**src/pidwi_pkg.sv**
```systemverilog
// ----------------------------------------------------------------------------
// pidwi_pkg
// Shared types and constants for the windowed-integral PID core.
// ----------------------------------------------------------------------------
`default_nettype none
package pidwi_pkg;

  localparam int DATA_W   = 32;
  localparam int PROD_W   = 64;
  localparam int TERM_W   = 48;
  localparam int SUM_W    = 50;
  localparam int DIVD_W   = 42;
  localparam int CNT_W    = 6;
  localparam int CFG_IW   = 3;
  localparam logic [30:0] WINDOW_RESET = 31'd196608;

  localparam logic [CFG_IW-1:0] CFG_GAIN_P   = 3'd0;
  localparam logic [CFG_IW-1:0] CFG_GAIN_I   = 3'd1;
  localparam logic [CFG_IW-1:0] CFG_GAIN_D   = 3'd2;
  localparam logic [CFG_IW-1:0] CFG_CLAMP_EN = 3'd3;
  localparam logic [CFG_IW-1:0] CFG_OUT_MIN  = 3'd4;
  localparam logic [CFG_IW-1:0] CFG_OUT_MAX  = 3'd5;
  localparam logic [CFG_IW-1:0] CFG_WINDOW   = 3'd6;

  typedef struct packed {
    logic signed [31:0] setpoint;
    logic signed [31:0] measured;
    logic        [31:0] now_ms;
  } sample_t;

  typedef struct packed {
    logic signed [31:0] drive;
    logic               limited;
    logic               zero_interval;
  } result_t;

  typedef struct packed {
    logic load;
    logic calc_err;
    logic mul_p;
    logic mul_i;
    logic integrate;
    logic div_step;
    logic rate;
    logic mul_d;
    logic sum;
    logic clamp;
  } dp_cmd_t;

  typedef struct packed {
    logic div_done;
  } dp_status_t;

endpackage
`default_nettype wire

```
**src/pidwi_ctrl.sv**
```systemverilog
// ----------------------------------------------------------------------------
// pidwi_ctrl
// Sequencer: steps the datapath through one sample and runs the handshakes.
// ----------------------------------------------------------------------------
`default_nettype none
module pidwi_ctrl import pidwi_pkg::*; (
  input  wire logic       clk,
  input  wire logic       rst,
  input  wire logic       sample_valid,
  output logic            sample_ready,
  output logic            result_valid,
  input  wire logic       result_ready,
  output dp_cmd_t         cmd,
  input  wire dp_status_t status
);

  typedef enum logic [10:0] {
    S_IDLE = 11'b00000000001,
    S_ERR  = 11'b00000000010,
    S_MULP = 11'b00000000100,
    S_MULI = 11'b00000001000,
    S_INTG = 11'b00000010000,
    S_DIV  = 11'b00000100000,
    S_RATE = 11'b00001000000,
    S_MULD = 11'b00010000000,
    S_SUM  = 11'b00100000000,
    S_CLMP = 11'b01000000000,
    S_HOLD = 11'b10000000000
  } state_t;

  state_t state, state_next;

  always_ff @(posedge clk) begin
    if (rst) state <= S_IDLE;
    else     state <= state_next;
  end

  always_comb begin
    state_next = state;
    cmd = '0;
    case (state)
      S_IDLE: begin
        cmd.load = sample_valid;
        if (sample_valid) state_next = S_ERR;
      end
      S_ERR:  begin cmd.calc_err = 1'b1;  state_next = S_MULP; end
      S_MULP: begin cmd.mul_p = 1'b1;     state_next = S_MULI; end
      S_MULI: begin cmd.mul_i = 1'b1;     state_next = S_INTG; end
      S_INTG: begin cmd.integrate = 1'b1; state_next = S_DIV;  end
      S_DIV: begin
        cmd.div_step = 1'b1;
        if (status.div_done) state_next = S_RATE;
      end
      S_RATE: begin cmd.rate = 1'b1;      state_next = S_MULD; end
      S_MULD: begin cmd.mul_d = 1'b1;     state_next = S_SUM;  end
      S_SUM:  begin cmd.sum = 1'b1;       state_next = S_CLMP; end
      S_CLMP: begin cmd.clamp = 1'b1;     state_next = S_HOLD; end
      S_HOLD: begin
        if (result_ready) state_next = S_IDLE;
      end
      default: state_next = S_IDLE;
    endcase
  end

  assign sample_ready = (state == S_IDLE);
  assign result_valid = (state == S_HOLD);

  a_div_exit: assert property (@(posedge clk) disable iff (rst)
    (state == S_DIV && status.div_done) |=> state == S_RATE)
    else $error("divider exit missed");
  a_load_err: assert property (@(posedge clk) disable iff (rst)
    cmd.load |=> cmd.calc_err)
    else $error("load not followed by error step");
  a_clamp_hold: assert property (@(posedge clk) disable iff (rst)
    cmd.clamp |=> result_valid)
    else $error("result not presented after clamp");

endmodule
`default_nettype wire

```
**config.mk**
```make
export PLATFORM = sky130hd
export DESIGN_NAME = pidwi_ctrl
export DESIGN_NICKNAME = d
export VERILOG_FILES = /design/src/pidwi_pkg.sv /design/src/pidwi_ctrl.sv
export SDC_FILE = /design/constraint.sdc
export NUM_CORES = 1
export LEC_CHECK = 0
export BUFFER_PORTS_ARGS = -buffer_cell sky130_fd_sc_hd__buf_2
export CAP_MARGIN = 15
export CORE_MARGIN = 2
export CORE_UTILIZATION = 50
export CTS_CLUSTER_SIZE = 30
export DETAILED_ROUTE_END_ITERATION = 16
export GPL_TIMING_DRIVEN = 0
export PLACE_DENSITY_LB_ADDON = 0.05
export SLEW_MARGIN = 20
export SYNTH_ARGS = -nofsm -noshare
export SYNTH_HDL_FRONTEND = slang
export SYNTH_SLANG_ARGS = --single-unit
```
**constraint.sdc**
```tcl
create_clock -name clk -period 1.8 [get_ports clk]
set_clock_uncertainty 0.1 [all_clocks]
set_input_delay 0.09 -clock clk [delete_from_list [all_inputs] [get_ports clk]]
set_output_delay 0.09 -clock clk [all_outputs]
set_load 0.005 [all_outputs]
```
==> impl_summary.log <==
INFO  metric avgSynthCellArea = 8.71 um^2
INFO  metric run_status = complete, but fails checks
INFO  metric registers.top_by_ff_count = state
INFO  metric grt.met2_usage = a little under two fifths
INFO  metric post-layout-total-power = 610 uW
INFO  metric number_of_remaining_drc_errors = 0
INFO  metric htreeDepth = 1
INFO  metric grt_usage = between 20% and 30%
INFO  metric gp_congestion = between 0.7 and 0.8
INFO  metric worst_setup_path_start_kind = flop
INFO  metric antenna_violations_before_repair = 0
INFO  metric syn_to_final_growth = 34.7%
INFO  metric slew_headroom = 75.3%
INFO  metric fin_nets = around 110
INFO  metric area_of_combinational_cells_with_multiple_inputs = 479 um^2
INFO  metric flip_flop_count_of_the_largest_register_after_layout = 11
INFO  metric post-route-period-util = 103%
INFO  metric die_h = 41.1 um
INFO  metric antenna_violating_nets_post_route = 0
INFO  metric violations = negative setup slack
INFO  metric post_route_cells_drive_above_1_share = between 40 and 50%
INFO  metric cp_data_required_time = 1.61 ns
INFO  metric via_per_inst = about 5.7
INFO  metric critPathMaxFanout = 4
INFO  metric synthDistinctLibCells = 35
INFO  metric biggestRegsByFlops = state: 11 flops
INFO  metric cts.sinks = 11
INFO  metric num_rows = 13
INFO  metric report.final.slew_viol_count = 0
INFO  metric maxClockFrequency = about 540 MHz
INFO  metric clk_pin_slew = 0.08 ns
INFO  metric initial_utilization = 52.9%
INFO  metric grt_pass1_vias = 595
INFO  metric core_area = roughly 1300 um^2
INFO  metric clockRootBuffer = sky130_fd_sc_hd__clkbuf_4
INFO  metric hold_slack = 0.109 ns
INFO  metric count_of_flip_flops_with_a_built_in_enable_after_synthesis = 0
INFO  metric ant_diodes = 0
INFO  metric cts_max_path_buffers = 2
INFO  metric buffer_ports.inserted = 16
INFO  metric vdd_ir_drop_max = approximately 420 uV
INFO  metric leakage = slightly below 0.4 nW
INFO  metric power.density = 658 nW/um^2
INFO  metric cts_buffers = 3
INFO  metric setup_slack = -0.0604 ns
INFO  metric grt.busiest_layer = met2
INFO  metric synthDominantCellAreaShare = roughly a third
INFO  metric grt_max_degree = 9
INFO  metric clock_tree_from_tritoncts = built
INFO  metric routed_wl = 1770 um
INFO  metric synth-async-reset-ratio = 0%
INFO  metric synth_fp_nets = 84
INFO  metric max_cap_violations = 0
INFO  metric final_period_minus_worst_setup_slack = 1.86 ns
INFO  metric critical_path_class = flop to output port
INFO  metric min-delay-path-class = input port to flop
INFO  metric gr-usage-met1 = 32.9%
INFO  metric total_of_fill_cells_in_the_finished_design = 110
INFO  metric final-setup-viol-count = 2
INFO  metric die_area = 1690 um^2
INFO  metric hpwl = 1080 um
INFO  metric grt_pass1_wl = 2660 um
INFO  metric clock_insertion_delay_worst_skew = 0.28 ns
INFO  metric synth_area_leaders = sky130_fd_sc_hd__dfxtp_1 32%, sky130_fd_sc_hd__nor3_1 6.5%, sky130_fd_sc_hd__nor4_4 6.2%
INFO  metric layout.area.seq = 231 um^2
INFO  metric gr_ovfl_total = 0
INFO  metric cp-end-kind = output port
INFO  metric hold_viol_final = 0
INFO  metric via_count = 701
INFO  metric yosys.area.top_type = sky130_fd_sc_hd__dfxtp_1
INFO  metric fraction_of_the_core_area_covered_by_cells_at_the_end_of_the_flow = a little under three quarters
INFO  metric netlist_area = 688 um^2
INFO  metric place.detailed.instances = 110
INFO  metric yosysSeqAreaShare = 32.0%
INFO  metric io_pins = 17
INFO  metric die-width = 41.1 um
INFO  metric worstPathArrival = 1.67 ns
INFO  metric flip_flop_and_latch_count_after_synthesis = 11
INFO  metric synthesis.instances = 79
INFO  metric postSynth.topFlopCell = sky130_fd_sc_hd__dfxtp_1
INFO  metric ys_warn_count = 0
INFO  metric drt-initial-drc-count = 30
INFO  metric drt_first_pass_iters = 4
INFO  metric rsz0062_at_grt = true
INFO  metric gr-usage-met3 = 3.26%
INFO  metric routedWlPerCell = 14.5 um
INFO  metric layout.cells.non_filler = 122
INFO  metric preCtsSetupSlack = 0.0488 ns
INFO  metric pin_slew_with_the_least_headroom_to_its_limit = 0.366 ns
==> placed cells by master, fill, tap and decap left out, drive strengths merged, types with 2 or more instances in the layout <==
cell         instances
nand3                3
o21ai                4
nor4                 3
or4b                 2
buf                 23
dlygate4sd3          2
dfxtp               11
o211ai               2
inv                  4
clkbuf               4
nor3                10
nand4                2
nand2b               5
nor2b                2
nand2                3
nor3b                3
nor2                10
==> path summary, 6_finish.rpt <==
kind | start | endpoint | slack, ns | depth (start not counted)
max | state[6]$_SDFFE_PP0P_ | cmd[7] | -0.06 | 5
min | result_ready | state[10]$_SDFFE_PP0P_ | 0.11 | 4
max reg2reg | state[0]$_SDFFE_PP1P_ | state[0]$_SDFFE_PP1P_ | 0.05 | 4
min reg2reg | state[8]$_SDFFE_PP0P_ | state[10]$_SDFFE_PP0P_ | 0.46 | 1
==> per-stage QoR <==
stage / instance area (um^2) / setup TNS [ns]
after floorplan: 688 / 0
after global placement: 787 / 0
after detailed placement: 787 / 0
after CTS: 886 / -0.0231
after global routing: 927 / -0.420
final: 927 / -0.118
==> power breakdown <==
group | total (mW) | internal (mW) | switching, mW
combinational | 0.154 | 0.0777 | 0.0761
clock | 0.183 | 0.0862 | 0.0972
sequential | 0.273 | 0.253 | 0.0193
==> layout make-up <==
type	instances	share of cell area, %
Buffer	1	1.21
Clock buffer	4	2.83
Inverter	4	1.62
Multi-Input combinational cell	63	51.7
Sequential cell	11	25.0
Tap cell	15	2.02
Timing Repair Buffer	24	15.7
==> what timing repair did <==
item | 4_1_cts | 5_1_grt
hold buffers | 2 | 0
buffers inserted | 5 | 2
setup endpoints to repair | 5 | 18
hold endpoints to repair | 3 | 0
pin swaps | 4 | 2
resized for setup | 6 | 10
==> cells by family (layout without fill, tap and decap cells) <==
logic type	count (synthesis)	count (layout)	share of synthesized area, %
and+or+nand+nor	50	50	49.1
DFF	11	11	32.0
xor gates and xnor gates	2	2	2.55
AOI/OAI and AO/OA	11	11	12.5
buffers and inverters	5	33	3.82
==> worst max-delay path: stages (launching register included) <==
cell,delay [ns]
sky130_fd_sc_hd__dfxtp_4,0.36
sky130_fd_sc_hd__nor4_4,0.36
sky130_fd_sc_hd__nand2_2,0.09
sky130_fd_sc_hd__or3_4,0.37
sky130_fd_sc_hd__nor2_1,0.10
sky130_fd_sc_hd__buf_2,0.12
==> layer usage <==
layer,vias to the layer above,share of wire [%],wire length (um)
met2,19,48,841
met1,326,46,814
met3,5,4.0,71
met4,0,2.3,40
li1,351,-,-
met5,-,0,0
==> cells in the mapped netlist, types with 2 or more instances <==
cell and n:
sky130_fd_sc_hd__inv_1 4, sky130_fd_sc_hd__nand2b_1 5, sky130_fd_sc_hd__nand2_1 2, sky130_fd_sc_hd__nor2_1 10
sky130_fd_sc_hd__nor2b_1 2, sky130_fd_sc_hd__nand3_1 3, sky130_fd_sc_hd__nor3b_1 3, sky130_fd_sc_hd__nor3_1 9
sky130_fd_sc_hd__nor4_4 2, sky130_fd_sc_hd__nand4_1 2, sky130_fd_sc_hd__o21ai_0 3, sky130_fd_sc_hd__dfxtp_1 11
(Power assumes the default switching activity.)
