**src/pidwi_pkg.sv**
```systemverilog
// ----------------------------------------------------------------------------
// pidwi_pkg
// Shared types and constants for the windowed-integral PID core.
// ----------------------------------------------------------------------------
`default_nettype none
package pidwi_pkg;

  localparam int DATA_W   = 32;
  localparam int PROD_W   = 64;
  localparam int TERM_W   = 48;
  localparam int SUM_W    = 50;
  localparam int DIVD_W   = 42;
  localparam int CNT_W    = 6;
  localparam int CFG_IW   = 3;
  localparam logic [30:0] WINDOW_RESET = 31'd196608;

  localparam logic [CFG_IW-1:0] CFG_GAIN_P   = 3'd0;
  localparam logic [CFG_IW-1:0] CFG_GAIN_I   = 3'd1;
  localparam logic [CFG_IW-1:0] CFG_GAIN_D   = 3'd2;
  localparam logic [CFG_IW-1:0] CFG_CLAMP_EN = 3'd3;
  localparam logic [CFG_IW-1:0] CFG_OUT_MIN  = 3'd4;
  localparam logic [CFG_IW-1:0] CFG_OUT_MAX  = 3'd5;
  localparam logic [CFG_IW-1:0] CFG_WINDOW   = 3'd6;

  typedef struct packed {
    logic signed [31:0] setpoint;
    logic signed [31:0] measured;
    logic        [31:0] now_ms;
  } sample_t;

  typedef struct packed {
    logic signed [31:0] drive;
    logic               limited;
    logic               zero_interval;
  } result_t;

  typedef struct packed {
    logic load;
    logic calc_err;
    logic mul_p;
    logic mul_i;
    logic integrate;
    logic div_step;
    logic rate;
    logic mul_d;
    logic sum;
    logic clamp;
  } dp_cmd_t;

  typedef struct packed {
    logic div_done;
  } dp_status_t;

endpackage
`default_nettype wire

```
**src/pidwi_dp.sv**
```systemverilog
// ----------------------------------------------------------------------------
// pidwi_dp
// Datapath: config registers, loop state, shared multiplier, serial divider.
// ----------------------------------------------------------------------------
`default_nettype none
module pidwi_dp import pidwi_pkg::*; (
  input  wire logic              clk,
  input  wire logic              rst,
  input  wire logic              cfg_we,
  input  wire logic [CFG_IW-1:0] cfg_index,
  input  wire logic [31:0]       cfg_data,
  input  wire sample_t           sample,
  output result_t                result,
  input  wire dp_cmd_t           cmd,
  output dp_status_t             status
);

  logic signed [31:0] gain_p, gain_i, gain_d, out_min, out_max;
  logic               clamp_enable;
  logic [30:0]        integral_window;

  logic signed [31:0] integral_sum, prior_error;
  logic [31:0]        prior_tick;

  sample_t                   smp;
  logic signed [31:0]        err, rate;
  logic [31:0]               elapsed;
  logic                      zero_iv, neg;
  logic signed [PROD_W-1:0]  prod;
  logic signed [TERM_W-1:0]  p_term;
  logic signed [SUM_W-1:0]   sum;
  logic [32:0]               rem;
  logic [DIVD_W-1:0]         quo;
  logic [CNT_W-1:0]          cnt;

  always_ff @(posedge clk) begin
    if (rst) begin
      gain_p <= '0; gain_i <= '0; gain_d <= '0;
      out_min <= '0; out_max <= '0; clamp_enable <= 1'b0;
      integral_window <= WINDOW_RESET;
    end else if (cfg_we) begin
      case (cfg_index)
        CFG_GAIN_P:   gain_p <= cfg_data;
        CFG_GAIN_I:   gain_i <= cfg_data;
        CFG_GAIN_D:   gain_d <= cfg_data;
        CFG_CLAMP_EN: clamp_enable <= cfg_data[0];
        CFG_OUT_MIN:  out_min <= cfg_data;
        CFG_OUT_MAX:  out_max <= cfg_data;
        CFG_WINDOW:   integral_window <= cfg_data[30:0];
        default: ;
      endcase
    end
  end

  // error, saturated
  logic signed [32:0] diff_raw;
  logic signed [31:0] err_sat;
  assign diff_raw = 33'(smp.measured) - 33'(smp.setpoint);
  always_comb begin
    if (diff_raw > 33'sh0_7FFF_FFFF)       err_sat = 32'sh7FFF_FFFF;
    else if (diff_raw < -33'sh0_8000_0000) err_sat = 32'sh8000_0000;
    else                                   err_sat = diff_raw[31:0];
  end

  // shared multiplier
  logic signed [31:0] mul_a, mul_b;
  always_comb begin
    case (1'b1)
      cmd.mul_i: begin mul_a = gain_i; mul_b = err;  end
      cmd.mul_d: begin mul_a = gain_d; mul_b = rate; end
      default:   begin mul_a = gain_p; mul_b = err;  end
    endcase
  end

  // error delta times 1000, magnitude
  logic signed [32:0] de;
  logic [32:0]        de_mag;
  logic [DIVD_W-1:0]  dvd;
  assign de     = 33'(err) - 33'(prior_error);
  assign de_mag = de[32] ? 33'(-de) : de;
  assign dvd    = (DIVD_W'(de_mag) << 10) - (DIVD_W'(de_mag) << 4) - (DIVD_W'(de_mag) << 3);

  // integral update
  logic signed [32:0] win_s;
  logic               in_win;
  logic signed [48:0] isum_new;
  assign win_s    = 33'($signed({2'b00, integral_window}));
  assign in_win   = (33'(err) <= win_s) && (33'(err) >= -win_s);
  assign isum_new = 49'(integral_sum) + 49'($signed(prod[PROD_W-1:16]));

  // divider step
  logic [32:0] rem_sh;
  logic        fits;
  assign rem_sh = {rem[31:0], quo[DIVD_W-1]};
  assign fits   = rem_sh >= {1'b0, elapsed};
  assign status.div_done = (cnt == '0);

  // clamp / saturate
  logic signed [SUM_W-1:0] t1;
  logic                    above, below;
  assign above = sum > SUM_W'(out_max);
  assign t1    = above ? SUM_W'(out_max) : sum;
  assign below = t1 < SUM_W'(out_min);

  always_ff @(posedge clk) begin
    if (rst) begin
      integral_sum <= '0;
      prior_error  <= '0;
      prior_tick   <= '0;
      cnt          <= '0;
    end else begin
      if (cmd.load) smp <= sample;
      if (cmd.calc_err) begin
        err     <= err_sat;
        elapsed <= smp.now_ms - prior_tick;
        zero_iv <= (smp.now_ms == prior_tick);
      end
      if (cmd.mul_p || cmd.mul_i || cmd.mul_d) prod <= mul_a * mul_b;
      if (cmd.mul_p) begin
        quo <= dvd;
        neg <= de[32];
        rem <= '0;
        cnt <= CNT_W'(DIVD_W);
      end
      if (cmd.mul_i) p_term <= prod[PROD_W-1:16];
      if (cmd.integrate) begin
        if (in_win) begin
          if (isum_new > 49'sh0_7FFF_FFFF)       integral_sum <= 32'sh7FFF_FFFF;
          else if (isum_new < -49'sh0_8000_0000) integral_sum <= 32'sh8000_0000;
          else                                   integral_sum <= isum_new[31:0];
        end
        prior_error <= err;
        prior_tick  <= smp.now_ms;
      end
      if (cmd.div_step && cnt != '0) begin
        rem <= fits ? rem_sh - {1'b0, elapsed} : rem_sh;
        quo <= {quo[DIVD_W-2:0], fits};
        cnt <= cnt - 1'b1;
      end
      if (cmd.rate) begin
        if (!neg) rate <= (quo > DIVD_W'(32'h7FFF_FFFF)) ? 32'sh7FFF_FFFF : quo[31:0];
        else      rate <= (quo > DIVD_W'(32'h8000_0000)) ? 32'sh8000_0000 : -quo[31:0];
      end
      if (cmd.sum)
        sum <= SUM_W'(p_term) + SUM_W'(integral_sum)
             + (zero_iv ? '0 : SUM_W'($signed(prod[PROD_W-1:16])));
      if (cmd.clamp) begin
        result.zero_interval <= zero_iv;
        if (clamp_enable) begin
          result.drive   <= below ? out_min : t1[31:0];
          result.limited <= above | below;
        end else if (sum > SUM_W'(32'sh7FFF_FFFF)) begin
          result.drive <= 32'sh7FFF_FFFF; result.limited <= 1'b1;
        end else if (sum < SUM_W'(32'sh8000_0000)) begin
          result.drive <= 32'sh8000_0000; result.limited <= 1'b1;
        end else begin
          result.drive <= sum[31:0]; result.limited <= 1'b0;
        end
      end
    end
  end

endmodule
`default_nettype wire

```
**config.mk**
```make
export PLATFORM = sky130hd
export DESIGN_NAME = pidwi_dp
export DESIGN_NICKNAME = d
export VERILOG_FILES = /design/src/pidwi_pkg.sv /design/src/pidwi_dp.sv
export SDC_FILE = /design/constraint.sdc
export NUM_CORES = 2
export LEC_CHECK = 0
export ABC_AREA = 1
export CELL_PAD_IN_SITES_DETAIL_PLACEMENT = 2
export CELL_PAD_IN_SITES_GLOBAL_PLACEMENT = 2
export CORE_ASPECT_RATIO = 0.9
export CORE_MARGIN = 1
export CORE_UTILIZATION = 29
export DETAILED_ROUTE_END_ITERATION = 10
export DONT_BUFFER_PORTS = 1
export PLACE_DENSITY_LB_ADDON = 0.1
export SYNTH_ARGS = -nofsm -noshare
export SYNTH_HDL_FRONTEND = slang
export SYNTH_SLANG_ARGS = --single-unit
export TNS_END_PERCENT = 30
```
**constraint.sdc**
```tcl
create_clock -name clk -period 12.2 [get_ports clk]
set_clock_uncertainty 0.15 [all_clocks]
set_input_delay 3.05 -clock clk [delete_from_list [all_inputs] [get_ports clk]]
set_output_delay 3.05 -clock clk [all_outputs]
set_load 0.02 [all_outputs]
```
==> summary.txt <==
GRT
  • Initial antenna violation count: 23
  • M1 GR Usage: 0.337
  • Grt met2 use: 0.423
  • Pin count of the biggest net entering global routing: between 150 and 200
  • Global Route Usage Sum: 0.247
  • Vias in the first global route: roughly 88k
  • M3 GR Usage: 0.0229
  • Overflow after GRT: 0
  • GR peak layer: met2
  • First-pass GRT wire length: 581 mm

Clock network
  • CTS Sinks: 742
  • Setup bufs post-CTS: 0
  • Hold Buf Count CTS: 0
  • Num CTS Buffers: 95
  • CTS Root Cell: clkbuf_16
  • Clock Path Buffers: 3
  • Clock insertion delay at the later pin of the skew report: 760 ps
  • Clock transition at path regs: 60 ps
  • Post-CTS resize count: 0
  • CTS tree: yes
  • H-tree levels: 3

Placement
  • Input/output buffers: 0
  • Final GP Congestion: between 0.8 and 0.9
  • Final HPWL DP: 325 mm
  • Placed inst area: 97100 µm²

Critical path
  • Worst reg2reg path endpoint: prod[57]$_DFFE_PP_
  • Crit path kind: in2reg
  • Max Fanout on Critical Path: 18
  • Buf/Inv on CP: 13
  • CP max-delay cell: fa_1
  • Crit path launch type: input pin
  • Largest stage delay on the critical path: 570 ps
  • Cell family with most CP delay: adder cells
  • CP required: 12520 ps
  • CP endpoint kind: register
  • Most common cell on crit path: inv_1
  • Reg2reg start: err[12]$_SDFFCE_PN1P_
  • FF-to-FF setup slack: 3380 ps
  • Path depth of the worst reg2reg path: 30
  • CP arrival: 11250 ps

Floorplanning
  • FP Rows: 194
  • Initial Utilization: 0.291
  • IO Count: 179
  • Height of the die: 531 µm
  • Die Area: 314000 µm²
  • Die Wd: 590 µm
  • Std-Cell Core Area: 310000 µm²

Layout
  • Commonest cells after routing, fill and taps aside: inv_1, nand2_1, fa_1, nor2_1, a21oi_1
  • FF+latch area: 19300 µm²
  • Filler cells: around 36k
  • Final nets: 13.5k
  • Share of cells above drive strength 1: 0.0533
  • Multi-input logic area: between 60000 and 70000 µm²
  • Commonest non-fill, non-tap cell in the layout: inv_1
  • Final Cell Area: 100000 µm²
  • Area Growth Syn to Fin: 11.2%

Detailed routing
  • Total Wirelength: 387 mm
  • DR vias/cell: 4.91
  • Post-route ant nets: 0
  • DRC errors left: 0
  • First-pass iteration count of the detailed router: 5
  • Vias: just under 80k
  • DR iter-0 viols: around 3.5k
  • Drt wl/cell: 24.5 µm

STA
  • Worst Max-Slew Pin Slew: between 1000 and 1500 ps
  • Max-slew violation count: 0
  • Final setup viols: 0
  • Final Critical Period: 10940 ps
  • Final hold violation count: 0
  • Max Fclk: 91.4 MHz
  • Unrepaired setup endpoints after global routing: no
  • Setup TNS: 0 ps
  • Slew HR: 0.228
  • Crit share post-route: 0.897

Power
  • Worst ir drop on vdd: ~0.33 mV
  • Pleak: 50.6 nW
  • Power Density: roughly 250 nW/µm²

Logic synthesis
  • Distinct cells, synth: 74
  • Syn_nets: 13.5k
  • Yosys reg bits: 742
  • Sequential share of the synthesized area: 0.214
  • Ys async rst share: 0
  • EDFF count, synth: 448
  • Avg Cell Area, Syn: 7.81 µm²
  • Mapped Cells: 11.6k
  • Synth Flop Type: edfxtp_1
  • Yosys warning total: 0
  • Synth Cell Area: 90300 µm²

Run status
  • Status: complete, no violations

Hold path
  • Worst Hold Endpoint: prior_tick[30]$_SDFFE_PP0P_
  • Hold path cells: 2
  • Min-Delay Startpoint: prior_tick[30]$_SDFFE_PP0P_
  • Hold crit path type: reg2reg

Run
  • MaxCap Viol Count: 0
-- metal layers --
layer	up-vias	wire, µm	share of wire
li1	36000	-	-
met1	40400	182000	0.47
met2	965	185000	0.48
met3	287	11000	0.029
met4	2	8540	0.022
met5	-	18	0.000047
-- synth_stat cells, types with 68 or more instances --
master,number,area share
a21oi_1,742,0.041
a31oi_1,69,0.0048
clkbuf_1,333,0.014
dfxtp_1,294,0.065
edfxtp_1,448,0.15
fa_1,1114,0.25
ha_1,664,0.092
inv_1,2495,0.10
nand2_1,2400,0.10
nand3_1,314,0.017
nand4_1,68,0.0047
nor2_1,954,0.040
o21ai_0,694,0.038
xnor2_1,143,0.014
xor2_1,249,0.024
-- flip-flops by register name, indices dropped and copies added, names as in the netlist --
signal / count
smp: 96
sum: 50
p_term: 48
prod: 48
quo: 42
result: 34
elapsed: 32
err: 32
gain_d: 32
gain_i: 32
gain_p: 32
integral_sum: 32
out_max: 32
out_min: 32
prior_error: 32
prior_tick: 32
rate: 32
rem: 32
integral_window: 31
cnt: 6
clamp_enable: 1
neg: 1
zero_iv: 1
-- per-stage QoR --
stage                     total power (W)  cells   util  hold WS, ps  worst slack [ps]
after global placement             0.0221  15600  0.313          299               468
after floorplan                    0.0147  11600      -          290              1050
after CTS                          0.0257  15800  0.324          317              1300
final                              0.0252  15800  0.324          315              1260
after global routing               0.0275  15800  0.324          337               735
after detailed placement           0.0225  15600  0.313          307               513
-- worst min-delay path, cell delays in order, from the launching register on --
cell and delay, ps:
dfxtp_1 300, inv_1 60, a21oi_1 60
-- where the power goes --
group	total (W)	leakage [nW]	switching, W	internal, W
sequential	0.00420	6.65	0.000638	0.00356
combinational	0.0180	42.4	0.0118	0.00619
clock	0.00302	1.57	0.00131	0.00171
-- logic make-up after synthesis --
logic type	after synthesis	share of synthesized area
flops	742	0.214
xor+xnor	402	0.0398
buf+inv	2894	0.121
compound gates	1826	0.111
simple gates	3921	0.175
fa+ha+maj	1778	0.339
-- final cells by class --
type,instances,area share
flip-flops and latches,742,0.193
multi-input cells,7927,0.601
inverters,2516,0.0941
diodes,15,0.000374
well taps,4116,0.0513
repair buffers,317,0.0284
clock buffers,120,0.0258
clock inverters,57,0.00668
-- how the worst max path moves through the flow --
stage,from,slack [ps],end,cells past startpoint
2_1_floorplan,cmd[6],1050,prod[57]$_DFFE_PP_,36
6_report,cmd[2],1260,prod[57]$_DFFE_PP_,35
5_1_grt,cmd[2],740,prod[57]$_DFFE_PP_,35
4_1_cts,cmd[2],1300,prod[57]$_DFFE_PP_,35
3_3_place_gp,cmd[2],470,prod[57]$_DFFE_PP_,35
3_5_place_dp,cmd[2],510,prod[57]$_DFFE_PP_,35
Power figures use the tool's default switching activity.
